[src/rtl/core/sphere_frustum_cull_lod_select_defines.svh]
// Assertion macros for the sphere frustum cull and detail select block.
`ifndef SPHERE_FRUSTUM_CULL_LOD_SELECT_DEFINES_SVH
`define SPHERE_FRUSTUM_CULL_LOD_SELECT_DEFINES_SVH
`ifndef SYNTHESIS
`define SFC_ASSERT_IMP(label, ante, cons) \
    label: assert property (@(posedge i_clk) disable iff (!i_rst_n) (ante) |-> (cons)) \
        else $error("sfc: implication check failed");
`define SFC_ASSERT_NEXT(label, ante, cons) \
    label: assert property (@(posedge i_clk) disable iff (!i_rst_n) (ante) |=> (cons)) \
        else $error("sfc: next-cycle check failed");
`else
`define SFC_ASSERT_IMP(label, ante, cons)
`define SFC_ASSERT_NEXT(label, ante, cons)
`endif
`endif

[src/rtl/core/sfc_pkg.sv]
// Shared types and constants for the sphere frustum cull and detail select block.
package sfc_pkg;

    localparam int NATIVE_CLIP_WIDTH_DEF = 512;
    localparam int CFG_IDX_W  = 2;
    localparam int CFG_DATA_W = 16;
    localparam int PROD_W     = 38;
    localparam int VERT_W     = 24;
    localparam int VY_SCALE   = 32;
    localparam int VZ_SCALE   = 17;
    localparam int NEAR_LIMIT = 256;
    localparam int LOD_BIAS   = 256;

    localparam logic [14:0] CLIP_WIDTH_RST = 15'd512;
    localparam logic [15:0] LOD_DIST_RST   = 16'd0;

    localparam logic [31:0] MASK_BOTH      = 32'h0000_0000;
    localparam logic [31:0] MASK_LOW_ONLY  = 32'hffff_0000;
    localparam logic [31:0] MASK_HIGH_ONLY = 32'h0000_ffff;
    localparam logic [31:0] MASK_NONE      = 32'hffff_ffff;
    localparam logic [7:0]  BYTE_LIMIT     = 8'h80;

    typedef enum logic [CFG_IDX_W-1:0] {
        CFG_CLIP_WIDTH   = 2'd0,
        CFG_LOD_DISTANCE = 2'd1,
        CFG_DECODING     = 2'd2
    } t_cfg_idx;

    typedef logic signed [17:0]       t_s18;
    typedef logic signed [PROD_W-1:0] t_prod;

    typedef struct packed {
        logic signed [15:0] view_x;
        logic signed [15:0] view_y;
        logic signed [15:0] view_z;
        logic [12:0]        radius;
        logic               skip_low;
        logic               skip_high;
        logic               force_low;
        logic [31:0]        current_animation;
        logic [31:0]        previous_animation;
    } t_sector;

    typedef struct packed {
        logic [14:0] view_width;
        logic [15:0] lod_distance;
        logic        decoding_animation;
    } t_cfg;

    typedef struct packed {
        t_s18               ex_b;
        t_s18               dp_b;
        t_s18               ex_i;
        t_s18               dp_i;
        t_s18               vy_b;
        t_s18               vz_b;
        t_s18               vy_i;
        t_s18               vz_i;
        t_s18               zpr;
        t_s18               zmr;
        logic signed [18:0] w3;
        logic               skip_low;
        logic               skip_high;
        logic               force_low;
        logic [31:0]        cur;
        logic [31:0]        prev;
    } t_s1;

    typedef struct packed {
        t_prod       lb;
        t_prod       rn;
        t_prod       rw;
        t_prod       li;
        t_prod       ri;
        logic        vert_b_ok;
        logic        vert_i_ok;
        logic        zpr_pos;
        logic        zmr_pos;
        logic        low;
        logic        high;
        logic        near;
        logic [31:0] cur;
        logic [31:0] prev;
    } t_s2;

    typedef struct packed {
        logic        visible;
        logic        partial;
        logic        emit_low;
        logic        emit_high;
        logic        near_tag;
        logic [31:0] active_mask;
        logic [31:0] active_word;
        logic        animation_pending;
    } t_res;

endpackage

[src/rtl/core/sfc_ifs.sv]
// Handshake channel interfaces: sector input, result output and configuration writes.
interface sfc_sector_if;
    logic               valid;
    logic               ready;
    logic signed [15:0] view_x;
    logic signed [15:0] view_y;
    logic signed [15:0] view_z;
    logic [12:0]        radius;
    logic               skip_low;
    logic               skip_high;
    logic               force_low;
    logic [31:0]        current_animation;
    logic [31:0]        previous_animation;

    modport source (
        output valid, view_x, view_y, view_z, radius, skip_low, skip_high, force_low,
               current_animation, previous_animation,
        input  ready
    );
    modport sink (
        input  valid, view_x, view_y, view_z, radius, skip_low, skip_high, force_low,
               current_animation, previous_animation,
        output ready
    );
endinterface

interface sfc_result_if;
    logic        valid;
    logic        ready;
    logic        visible;
    logic        partial;
    logic        emit_low;
    logic        emit_high;
    logic        near_tag;
    logic [31:0] active_mask;
    logic [31:0] active_word;
    logic        animation_pending;

    modport source (
        output valid, visible, partial, emit_low, emit_high, near_tag, active_mask,
               active_word, animation_pending,
        input  ready
    );
    modport sink (
        input  valid, visible, partial, emit_low, emit_high, near_tag, active_mask,
               active_word, animation_pending,
        output ready
    );
endinterface

interface sfc_cfg_if;
    import sfc_pkg::*;
    logic                  valid;
    logic                  ready;
    logic [CFG_IDX_W-1:0]  index;
    logic [CFG_DATA_W-1:0] data;

    modport source (output valid, index, data, input ready);
    modport sink (input valid, index, data, output ready);
endinterface

[src/rtl/core/sfc_prep.sv]
// First stage: radius margins, absolute offsets and plane extent/depth terms.
module sfc_prep #(
    parameter int NATIVE_CLIP_WIDTH = sfc_pkg::NATIVE_CLIP_WIDTH_DEF
) (
    input  logic            i_clk,
    input  logic            i_rst_n,
    input  logic            i_valid,
    output logic            o_ready,
    input  sfc_pkg::t_sector i_sector,
    input  sfc_pkg::t_cfg   i_cfg,
    output logic            o_valid,
    input  logic            i_ready,
    output sfc_pkg::t_s1    o_s1
);
    import sfc_pkg::*;

    localparam logic [14:0] NATIVE_W = 15'(NATIVE_CLIP_WIDTH);

    logic        r_valid;
    t_s1         r_s1;
    t_s1         n_s1;
    logic [12:0] hx, xz, hy, yz;
    t_s18        xs, ys, zs, rs, ax, ay;
    logic [14:0] w_eff;

    assign o_ready = !r_valid || i_ready;
    assign o_valid = r_valid;
    assign o_s1    = r_s1;

    always_comb begin
        hx = {1'b0, i_sector.radius[12:1]} + {2'b0, i_sector.radius[12:2]}
           + {5'b0, i_sector.radius[12:5]};
        xz = {1'b0, i_sector.radius[12:1]} + {4'b0, i_sector.radius[12:4]}
           + {5'b0, i_sector.radius[12:5]};
        hy = i_sector.radius - {3'b0, i_sector.radius[12:3]};
        yz = {1'b0, i_sector.radius[12:1]} - {4'b0, i_sector.radius[12:4]};
        xs = 18'(i_sector.view_x);
        ys = 18'(i_sector.view_y);
        zs = 18'(i_sector.view_z);
        rs = signed'({5'b0, i_sector.radius});
        ax = (xs < 0) ? -xs : xs;
        ay = (ys < 0) ? -ys : ys;
        w_eff = (i_cfg.view_width < NATIVE_W) ? NATIVE_W : i_cfg.view_width;

        n_s1.ex_b      = ax - signed'({5'b0, hx});
        n_s1.ex_i      = ax + signed'({5'b0, hx});
        n_s1.dp_b      = zs + signed'({5'b0, xz});
        n_s1.dp_i      = zs - signed'({5'b0, xz});
        n_s1.vy_b      = ay - signed'({5'b0, hy});
        n_s1.vy_i      = ay + signed'({5'b0, hy});
        n_s1.vz_b      = zs + signed'({5'b0, yz});
        n_s1.vz_i      = zs - signed'({5'b0, yz});
        n_s1.zpr       = zs + rs;
        n_s1.zmr       = zs - rs;
        n_s1.w3        = signed'({2'b0, 17'(w_eff * 3)});
        n_s1.skip_low  = i_sector.skip_low;
        n_s1.skip_high = i_sector.skip_high;
        n_s1.force_low = i_sector.force_low;
        n_s1.cur       = i_sector.current_animation;
        n_s1.prev      = i_sector.previous_animation;
    end

    always_ff @(posedge i_clk) begin
        if (!i_rst_n) begin
            r_valid <= 1'b0;
        end else if (o_ready) begin
            r_valid <= i_valid;
        end
    end

    always_ff @(posedge i_clk) begin
        if (i_valid && o_ready) begin
            r_s1 <= n_s1;
        end
    end

endmodule

[src/rtl/core/sfc_mult.sv]
// Second stage: side plane products, vertical plane terms and detail routing.
module sfc_mult #(
    parameter int NATIVE_CLIP_WIDTH = sfc_pkg::NATIVE_CLIP_WIDTH_DEF
) (
    input  logic          i_clk,
    input  logic          i_rst_n,
    input  logic          i_valid,
    output logic          o_ready,
    input  sfc_pkg::t_s1  i_s1,
    input  sfc_pkg::t_cfg i_cfg,
    output logic          o_valid,
    input  logic          i_ready,
    output sfc_pkg::t_s2  o_s2
);
    import sfc_pkg::*;

    localparam logic signed [14:0] K4N = 15'(4 * NATIVE_CLIP_WIDTH);
    localparam logic signed [14:0] K3N = 15'(3 * NATIVE_CLIP_WIDTH);

    logic               r_valid;
    t_s2                r_s2;
    t_s2                n_s2;
    logic signed [VERT_W-1:0] vb, vi;
    logic signed [18:0] lod_s;

    assign o_ready = !r_valid || i_ready;
    assign o_valid = r_valid;
    assign o_s2    = r_s2;

    always_comb begin
        vb = VERT_W'(i_s1.vy_b * VY_SCALE - i_s1.vz_b * VZ_SCALE);
        vi = VERT_W'(i_s1.vy_i * VY_SCALE - i_s1.vz_i * VZ_SCALE);
        lod_s = signed'({3'b0, i_cfg.lod_distance});

        n_s2.lb        = i_s1.ex_b * K4N;
        n_s2.rn        = i_s1.dp_b * K3N;
        n_s2.rw        = i_s1.dp_b * i_s1.w3;
        n_s2.li        = i_s1.ex_i * K4N;
        n_s2.ri        = i_s1.dp_i * i_s1.w3;
        n_s2.vert_b_ok = vb[VERT_W-1];
        n_s2.vert_i_ok = vi[VERT_W-1];
        n_s2.zpr_pos   = (i_s1.zpr > 0);
        n_s2.zmr_pos   = (i_s1.zmr > 0);
        n_s2.low       = !i_s1.skip_low && (i_s1.force_low
                       || (lod_s < 19'(i_s1.zpr) + 19'(LOD_BIAS)));
        n_s2.high      = !i_s1.skip_high && (19'(i_s1.zmr) < lod_s);
        n_s2.near      = n_s2.high && (i_s1.zmr < 18'(NEAR_LIMIT));
        n_s2.cur       = i_s1.cur;
        n_s2.prev      = i_s1.prev;
    end

    always_ff @(posedge i_clk) begin
        if (!i_rst_n) begin
            r_valid <= 1'b0;
        end else if (o_ready) begin
            r_valid <= i_valid;
        end
    end

    always_ff @(posedge i_clk) begin
        if (i_valid && o_ready) begin
            r_s2 <= n_s2;
        end
    end

endmodule

[src/rtl/core/sfc_class.sv]
// Third stage: plane compares, visibility class, channel mask and pending check.
module sfc_class (
    input  logic          i_clk,
    input  logic          i_rst_n,
    input  logic          i_valid,
    output logic          o_ready,
    input  sfc_pkg::t_s2  i_s2,
    input  sfc_pkg::t_cfg i_cfg,
    output logic          o_valid,
    input  logic          i_ready,
    output sfc_pkg::t_res o_res
);
    import sfc_pkg::*;

    logic        r_valid;
    t_res        r_res;
    t_res        n_res;
    logic        vis, wholly_in, pend;
    logic [31:0] mask, pword;

    assign o_ready = !r_valid || i_ready;
    assign o_valid = r_valid;
    assign o_res   = r_res;

    always_comb begin
        vis = i_s2.zpr_pos && ((i_s2.lb < i_s2.rn) || (i_s2.lb < i_s2.rw)) && i_s2.vert_b_ok;
        wholly_in = i_s2.zmr_pos && (i_s2.li < i_s2.ri) && i_s2.vert_i_ok;
        unique case ({i_s2.low, i_s2.high})
            2'b11:   mask = MASK_BOTH;
            2'b10:   mask = MASK_LOW_ONLY;
            2'b01:   mask = MASK_HIGH_ONLY;
            default: mask = MASK_NONE;
        endcase
        pword = i_s2.prev | mask;
        pend  = 1'b0;
        for (int b = 0; b < 4; b++) begin
            if (((i_s2.cur | mask) >> (8 * b)) % 256 < 32'(BYTE_LIMIT)
                || (pword >> (8 * b)) % 256 < 32'(BYTE_LIMIT)) begin
                pend = 1'b1;
            end
        end

        n_res = '0;
        if (vis) begin
            n_res.visible           = 1'b1;
            n_res.partial           = !wholly_in;
            n_res.emit_low          = i_s2.low;
            n_res.emit_high         = i_s2.high;
            n_res.near_tag          = i_s2.near;
            n_res.active_mask       = mask;
            n_res.active_word       = i_s2.cur | mask;
            n_res.animation_pending = pend && !i_cfg.decoding_animation;
        end
    end

    always_ff @(posedge i_clk) begin
        if (!i_rst_n) begin
            r_valid <= 1'b0;
        end else if (o_ready) begin
            r_valid <= i_valid;
        end
    end

    always_ff @(posedge i_clk) begin
        if (i_valid && o_ready) begin
            r_res <= n_res;
        end
    end

endmodule

[src/rtl/core/sphere_frustum_cull_lod_select.sv]
// Sphere frustum cull and detail select, top level.
// Three register stages; a taken sector word's result is offered from the class stage register.
// Throughput: one word per cycle unless the output stalls; stages: margins, multiplies, compares.
// A stalled output holds its word while earlier stages keep filling until all are full.
// Reset (synchronous, active low) empties the pipeline and restores the registers.
`include "sphere_frustum_cull_lod_select_defines.svh"
module sphere_frustum_cull_lod_select #(
    parameter int NATIVE_CLIP_WIDTH = sfc_pkg::NATIVE_CLIP_WIDTH_DEF
) (
    input  logic    i_clk,
    input  logic    i_rst_n,
    sfc_sector_if.sink   i_sector,
    sfc_result_if.source o_result,
    sfc_cfg_if.sink      i_cfg
);
    import sfc_pkg::*;

    logic [14:0] r_view_width;
    logic [15:0] r_lod_distance;
    logic        r_decoding;
    t_cfg        w_cfg;
    t_sector     w_sector;
    logic        w_s1_valid, w_s1_ready, w_s2_valid, w_s2_ready;
    t_s1         w_s1;
    t_s2         w_s2;
    t_res        w_res;
    logic        w_hidden_clear;
    logic        w_word_covers;
    logic        w_near_ok;

    assign i_cfg.ready = 1'b1;
    assign w_cfg = '{view_width: r_view_width, lod_distance: r_lod_distance,
                     decoding_animation: r_decoding};

    always_ff @(posedge i_clk) begin
        if (!i_rst_n) begin
            r_view_width   <= CLIP_WIDTH_RST;
            r_lod_distance <= LOD_DIST_RST;
            r_decoding     <= 1'b0;
        end else if (i_cfg.valid) begin
            unique case (i_cfg.index)
                CFG_CLIP_WIDTH:   r_view_width   <= i_cfg.data[14:0];
                CFG_LOD_DISTANCE: r_lod_distance <= i_cfg.data;
                CFG_DECODING:     r_decoding     <= i_cfg.data[0];
                default:          ;
            endcase
        end
    end

    assign w_sector = '{
        view_x:             i_sector.view_x,
        view_y:             i_sector.view_y,
        view_z:             i_sector.view_z,
        radius:             i_sector.radius,
        skip_low:           i_sector.skip_low,
        skip_high:          i_sector.skip_high,
        force_low:          i_sector.force_low,
        current_animation:  i_sector.current_animation,
        previous_animation: i_sector.previous_animation
    };

    sfc_prep #(.NATIVE_CLIP_WIDTH(NATIVE_CLIP_WIDTH)) u_prep (
        .i_clk    (i_clk),
        .i_rst_n  (i_rst_n),
        .i_valid  (i_sector.valid),
        .o_ready  (i_sector.ready),
        .i_sector (w_sector),
        .i_cfg    (w_cfg),
        .o_valid  (w_s1_valid),
        .i_ready  (w_s1_ready),
        .o_s1     (w_s1)
    );

    sfc_mult #(.NATIVE_CLIP_WIDTH(NATIVE_CLIP_WIDTH)) u_mult (
        .i_clk   (i_clk),
        .i_rst_n (i_rst_n),
        .i_valid (w_s1_valid),
        .o_ready (w_s1_ready),
        .i_s1    (w_s1),
        .i_cfg   (w_cfg),
        .o_valid (w_s2_valid),
        .i_ready (w_s2_ready),
        .o_s2    (w_s2)
    );

    sfc_class u_class (
        .i_clk   (i_clk),
        .i_rst_n (i_rst_n),
        .i_valid (w_s2_valid),
        .o_ready (w_s2_ready),
        .i_s2    (w_s2),
        .i_cfg   (w_cfg),
        .o_valid (o_result.valid),
        .i_ready (o_result.ready),
        .o_res   (w_res)
    );

    assign o_result.visible           = w_res.visible;
    assign o_result.partial           = w_res.partial;
    assign o_result.emit_low          = w_res.emit_low;
    assign o_result.emit_high         = w_res.emit_high;
    assign o_result.near_tag          = w_res.near_tag;
    assign o_result.active_mask       = w_res.active_mask;
    assign o_result.active_word       = w_res.active_word;
    assign o_result.animation_pending = w_res.animation_pending;

    assign w_hidden_clear = (o_result.active_mask == '0) && (o_result.active_word == '0)
                          && !o_result.animation_pending && !o_result.emit_low
                          && !o_result.emit_high;
    assign w_word_covers  = (o_result.active_word & o_result.active_mask)
                          == o_result.active_mask;
    assign w_near_ok      = o_result.emit_high && o_result.visible;

    `SFC_ASSERT_IMP(a_hidden_zero, o_result.valid && !o_result.visible, w_hidden_clear)
    `SFC_ASSERT_IMP(a_word_covers_mask, o_result.valid, w_word_covers)
    `SFC_ASSERT_IMP(a_near_needs_high, o_result.valid && o_result.near_tag, w_near_ok)
    `SFC_ASSERT_NEXT(a_accept_fills, i_sector.valid && i_sector.ready, w_s1_valid)

endmodule
[src/flat_wrapper.sv]
// flat-port wrapper written by rule: the top's interface ports become plain ports
module sphere_frustum_cull_lod_select_flat import sfc_pkg::*;
#(
    parameter int NATIVE_CLIP_WIDTH = sfc_pkg::NATIVE_CLIP_WIDTH_DEF
)
  (i_clk, i_rst_n, i_sector_valid, i_sector_view_x, i_sector_view_y, i_sector_view_z, i_sector_radius, i_sector_skip_low, i_sector_skip_high, i_sector_force_low, i_sector_current_animation, i_sector_previous_animation, i_sector_ready, o_result_valid, o_result_visible, o_result_partial, o_result_emit_low, o_result_emit_high, o_result_near_tag, o_result_active_mask, o_result_active_word, o_result_animation_pending, o_result_ready, i_cfg_valid, i_cfg_index, i_cfg_data, i_cfg_ready);
  sfc_sector_if i_sector_i ();
  sfc_result_if o_result_i ();
  sfc_cfg_if i_cfg_i ();
  input  logic i_clk;
  input  logic i_rst_n;
  input wire logic [$bits(i_sector_i.valid)-1:0] i_sector_valid;
  input wire logic [$bits(i_sector_i.view_x)-1:0] i_sector_view_x;
  input wire logic [$bits(i_sector_i.view_y)-1:0] i_sector_view_y;
  input wire logic [$bits(i_sector_i.view_z)-1:0] i_sector_view_z;
  input wire logic [$bits(i_sector_i.radius)-1:0] i_sector_radius;
  input wire logic [$bits(i_sector_i.skip_low)-1:0] i_sector_skip_low;
  input wire logic [$bits(i_sector_i.skip_high)-1:0] i_sector_skip_high;
  input wire logic [$bits(i_sector_i.force_low)-1:0] i_sector_force_low;
  input wire logic [$bits(i_sector_i.current_animation)-1:0] i_sector_current_animation;
  input wire logic [$bits(i_sector_i.previous_animation)-1:0] i_sector_previous_animation;
  output wire logic [$bits(i_sector_i.ready)-1:0] i_sector_ready;
  output wire logic [$bits(o_result_i.valid)-1:0] o_result_valid;
  output wire logic [$bits(o_result_i.visible)-1:0] o_result_visible;
  output wire logic [$bits(o_result_i.partial)-1:0] o_result_partial;
  output wire logic [$bits(o_result_i.emit_low)-1:0] o_result_emit_low;
  output wire logic [$bits(o_result_i.emit_high)-1:0] o_result_emit_high;
  output wire logic [$bits(o_result_i.near_tag)-1:0] o_result_near_tag;
  output wire logic [$bits(o_result_i.active_mask)-1:0] o_result_active_mask;
  output wire logic [$bits(o_result_i.active_word)-1:0] o_result_active_word;
  output wire logic [$bits(o_result_i.animation_pending)-1:0] o_result_animation_pending;
  input wire logic [$bits(o_result_i.ready)-1:0] o_result_ready;
  input wire logic [$bits(i_cfg_i.valid)-1:0] i_cfg_valid;
  input wire logic [$bits(i_cfg_i.index)-1:0] i_cfg_index;
  input wire logic [$bits(i_cfg_i.data)-1:0] i_cfg_data;
  output wire logic [$bits(i_cfg_i.ready)-1:0] i_cfg_ready;
  assign i_sector_i.valid = i_sector_valid;
  assign i_sector_i.view_x = i_sector_view_x;
  assign i_sector_i.view_y = i_sector_view_y;
  assign i_sector_i.view_z = i_sector_view_z;
  assign i_sector_i.radius = i_sector_radius;
  assign i_sector_i.skip_low = i_sector_skip_low;
  assign i_sector_i.skip_high = i_sector_skip_high;
  assign i_sector_i.force_low = i_sector_force_low;
  assign i_sector_i.current_animation = i_sector_current_animation;
  assign i_sector_i.previous_animation = i_sector_previous_animation;
  assign i_sector_ready = i_sector_i.ready;
  assign o_result_valid = o_result_i.valid;
  assign o_result_visible = o_result_i.visible;
  assign o_result_partial = o_result_i.partial;
  assign o_result_emit_low = o_result_i.emit_low;
  assign o_result_emit_high = o_result_i.emit_high;
  assign o_result_near_tag = o_result_i.near_tag;
  assign o_result_active_mask = o_result_i.active_mask;
  assign o_result_active_word = o_result_i.active_word;
  assign o_result_animation_pending = o_result_i.animation_pending;
  assign o_result_i.ready = o_result_ready;
  assign i_cfg_i.valid = i_cfg_valid;
  assign i_cfg_i.index = i_cfg_index;
  assign i_cfg_i.data = i_cfg_data;
  assign i_cfg_ready = i_cfg_i.ready;
  sphere_frustum_cull_lod_select #(.NATIVE_CLIP_WIDTH(NATIVE_CLIP_WIDTH)) u_core (.i_clk(i_clk), .i_rst_n(i_rst_n), .i_sector(i_sector_i), .o_result(o_result_i), .i_cfg(i_cfg_i));
endmodule
[config.mk]
export PLATFORM = sky130hd
export DESIGN_NAME = sphere_frustum_cull_lod_select_flat
export DESIGN_NICKNAME = d
export VERILOG_FILES = /design/src/rtl/core/sfc_pkg.sv /design/src/rtl/core/sfc_ifs.sv /design/src/rtl/core/sfc_prep.sv /design/src/rtl/core/sfc_mult.sv /design/src/rtl/core/sfc_class.sv /design/src/rtl/core/sphere_frustum_cull_lod_select.sv /design/src/flat_wrapper.sv
export VERILOG_INCLUDE_DIRS = /design/src /design/src/rtl/core
export SDC_FILE = /design/constraint.sdc
export NUM_CORES = 2
export LEC_CHECK = 0
export ABC_AREA = 1
export BUFFER_PORTS_ARGS = -buffer_cell sky130_fd_sc_hd__buf_2
export CORE_ASPECT_RATIO = 2
export CORE_MARGIN = 3
export CORE_UTILIZATION = 70
export CTS_CLUSTER_SIZE = 20
export DETAILED_ROUTE_END_ITERATION = 10
export GPL_ROUTABILITY_DRIVEN = 0
export HOLD_SLACK_MARGIN = 0.05
export PLACE_DENSITY = 0.89
export SKIP_LAST_GASP = 1
export SLEW_MARGIN = 20
export SYNTH_ARGS = -nofsm -noshare
export SYNTH_HDL_FRONTEND = slang
export SYNTH_HIERARCHICAL = 1
export SYNTH_SLANG_ARGS = --single-unit
[constraint.sdc]
create_clock -name i_clk -period 45.6 [get_ports i_clk]
set_input_delay 6.84 -clock i_clk [delete_from_list [all_inputs] [get_ports i_clk]]
set_output_delay 6.84 -clock i_clk [all_outputs]
set_load 0.05 [all_outputs]
==> impl_metrics.json <==
{
  "chipWidth_um": 215.8,
  "grt_pass1_wl_um": 283600,
  "max_cap_violations": 0,
  "worst_hold_path.endpoint": "u_core/u_mult/o_s2[45]",
  "timing.critical_path.max_delay_family": "buffers and inverters",
  "timing.final.max_slew_violations": 0,
  "holdPathStages": 0,
  "cts_buffers": 40,
  "place_inst": 8472,
  "cp.required_ps": 38760,
  "setup_tns_ps": 0,
  "rr_startpoint": "u_core/u_prep/o_s1[246]",
  "cp_slowest_cell": "buf_2",
  "outcome": "completed",
  "die_outline_height_um": 425.6,
  "critPathMaxFanout": 2,
  "gr-total-overflow": 0,
  "largest_stage_delay_worst_path_ps": 210,
  "fin_worst_skew_ps": 76.67,
  "postSynthAreaPerCell_um2": 8.382,
  "post_cts_resized": 0,
  "root_buffer": "clkbuf_16",
  "initialDrtViolationCount": 5181,
  "num_vias": 50841,
  "path_cells": "buf_2 -> inv_1 -> nand2_1 -> inv_1 -> nand2_1 -> inv_1 -> nand2_1 -> buf_2",
  "nets": 8925,
  "drtPass1Iterations": 8,
  "clk_pin_slew_worst_paths_ps": 70,
  "i_o_pins": 224,
  "cts_num_sinks": 474,
  "critical_path_arrival_ps": 7740,
  "crit_path_start_kind": "input pin",
  "finalSetupViolCount": 0,
  "number_of_global_route_vias_before_repair": 54938,
  "post_cts.repair.setup_buffers": 0,
  "initial_antenna_violation_count": 25,
  "synth_warnings": 6,
  "floorplan.rows": 153,
  "tightest_pin_transition_ps": 1285,
  "route.antenna.remaining_nets": 0,
  "worstHoldPathType": "reg -> reg",
  "fmax_mhz": 68.59,
  "r2r_slack_ps": 37880,
  "core_box_area_mm2": 0.08710,
  "initial_cell_density_of_the_core": 0.7074,
  "drc": 0,
  "cts_tree": "done",
  "cp-end-kind": "output pin",
  "wire_per_inst_um": 21.11,
  "timing_worst_setup_path_type": "in -> out",
  "avgViaCountPerCell": 5.935,
  "fp.dieArea_mm2": 0.09184,
  "clk_latency_ps": 650,
  "drive_gt1_frac": 0.05457,
  "route.final.wire_length_um": 180900,
  "syn-cell-area_mm2": 0.06162,
  "globalRouteTotalUtil": 0.4058,
  "worstHoldStart": "u_core/u_prep/o_s1[45]",
  "h-tree-depth": 2,
  "areaGrowthSynthToFinish_pct": 4.451,
  "place.detailed.hpwl_um": 133400,
  "slew_headroom": 0.1434,
  "fin_crit_sh": 0.3197,
  "grt_start_max_net_pins": 175,
  "final_standard_cell_count_with_taps_included_and_fillers_excluded": 8567,
  "setup_repair_after_global_routing_missed_its_margin": "false",
  "rr_worst_depth": 19,
  "cts.hold.buffers_added": 0,
  "final_hold_violations": 0,
  "reg2reg_to": "u_core/u_mult/o_s2[174]",
  "critical_path.n_buffers_inverters": 5,
  "buffers_added_on_ports": 194,
  "clk_path_buf_depth": 3,
  "finalCriticalPeriod_ps": 14580,
  "synthesized_instance_count": 7351
}
## final cells by class
cell class / instances / area, µm²
antenna: 20 / 50.05
clock buffer: 44 / 1079
clock inverter: 28 / 314.1
fill: 5616 / 22740
inverter: 1967 / 7383
multi-input combinational: 4640 / 38910
sequential: 474 / 13880
tap: 1162 / 1454
timing repair buffer: 232 / 1284
## layer usage
| layer | wire [µm] | GRT usage | share of wire | vias up |
|---|---|---|---|---|
| met3 | 18840 | 0.1309 | 0.10 | 1639 |
| li1 | - | - | - | 21950 |
| met2 | 87480 | 0.6810 | 0.48 | 3470 |
| met5 | 193 | 0.01505 | 0.0011 | - |
| met1 | 50750 | 0.3729 | 0.28 | 23770 |
| met4 | 23630 | 0.4169 | 0.13 | 12 |
## state kept, by name, summed over array words and instances (netlist names)
signal                  count
u_core/u_prep/o_s1        225
u_core/u_mult/o_s2        174
u_core/u_class/o_res       40
u_core/r_lod_distance      16
u_core/r_view_width        15
u_core/r_decoding           1
u_core/u_class/o_valid      1
u_core/u_mult/o_valid       1
u_core/u_prep/o_valid       1
## layout by cell type, fill, tap and decap left out, types with 20 or more instances in the layout
master / count
xor2_1: 219
a31oi_1: 21
buf_2: 194
fa_1: 757
ha_1: 662
clkbuf_16: 42
nor2_2: 46
xnor2_1: 65
edfxtp_1: 439
nand2_1: 1512
dfxtp_1: 35
a21o_1: 30
a21oi_1: 297
buf_4: 35
nor3_1: 45
diode_2: 20
inv_1: 1960
nand3_1: 164
nand4_1: 40
o21ai_0: 138
conb_1: 38
o21bai_1: 21
nor2_1: 417
## through the flow
step | area [µm²] | utilization | worst slack [ps] | hold WS (ps)
final | 64360 | 0.7389 | 31020 | 418.9
after global routing | 64320 | 0.7385 | 30950 | 426.9
after CTS | 64250 | 0.7376 | 31020 | 419.7
after detailed placement | 62860 | 0.7216 | 31060 | 404.5
after global placement | 62860 | 0.7216 | 31090 | 400.8
after floorplan | 61750 | - | 26870 | 400.3
## worst reg2reg max path, cell delays in order, from the launching register on
cell      delay (ps)
edfxtp_1         360
buf_4            400
clkinv_1         970
nor2_1           450
fa_1             470
fa_1             520
fa_1             850
fa_1             520
fa_1             540
inv_1             60
fa_1             540
inv_1             40
ha_1             420
nand2_1          110
nor2_1           100
inv_1             50
nor2_1           220
nand2_1           90
o211ai_1         320
xor2_1           440
## worst max path at each step
stage,start,endpoint,slack [ps],depth (start not counted)
finish,o_result_ready,i_sector_ready,31020,8
global route,o_result_ready,i_sector_ready,30950,8
CTS,o_result_ready,i_sector_ready,31020,8
detailed placement,o_result_ready,i_sector_ready,31060,8
global placement,o_result_ready,i_sector_ready,31090,8
floorplan,o_result_ready,u_core/u_prep/o_s1[100],26870,6
Power is left out: the tool's default activity adds up to more than one toggle a clock period on the data nets, which glitch-free logic cannot reach.
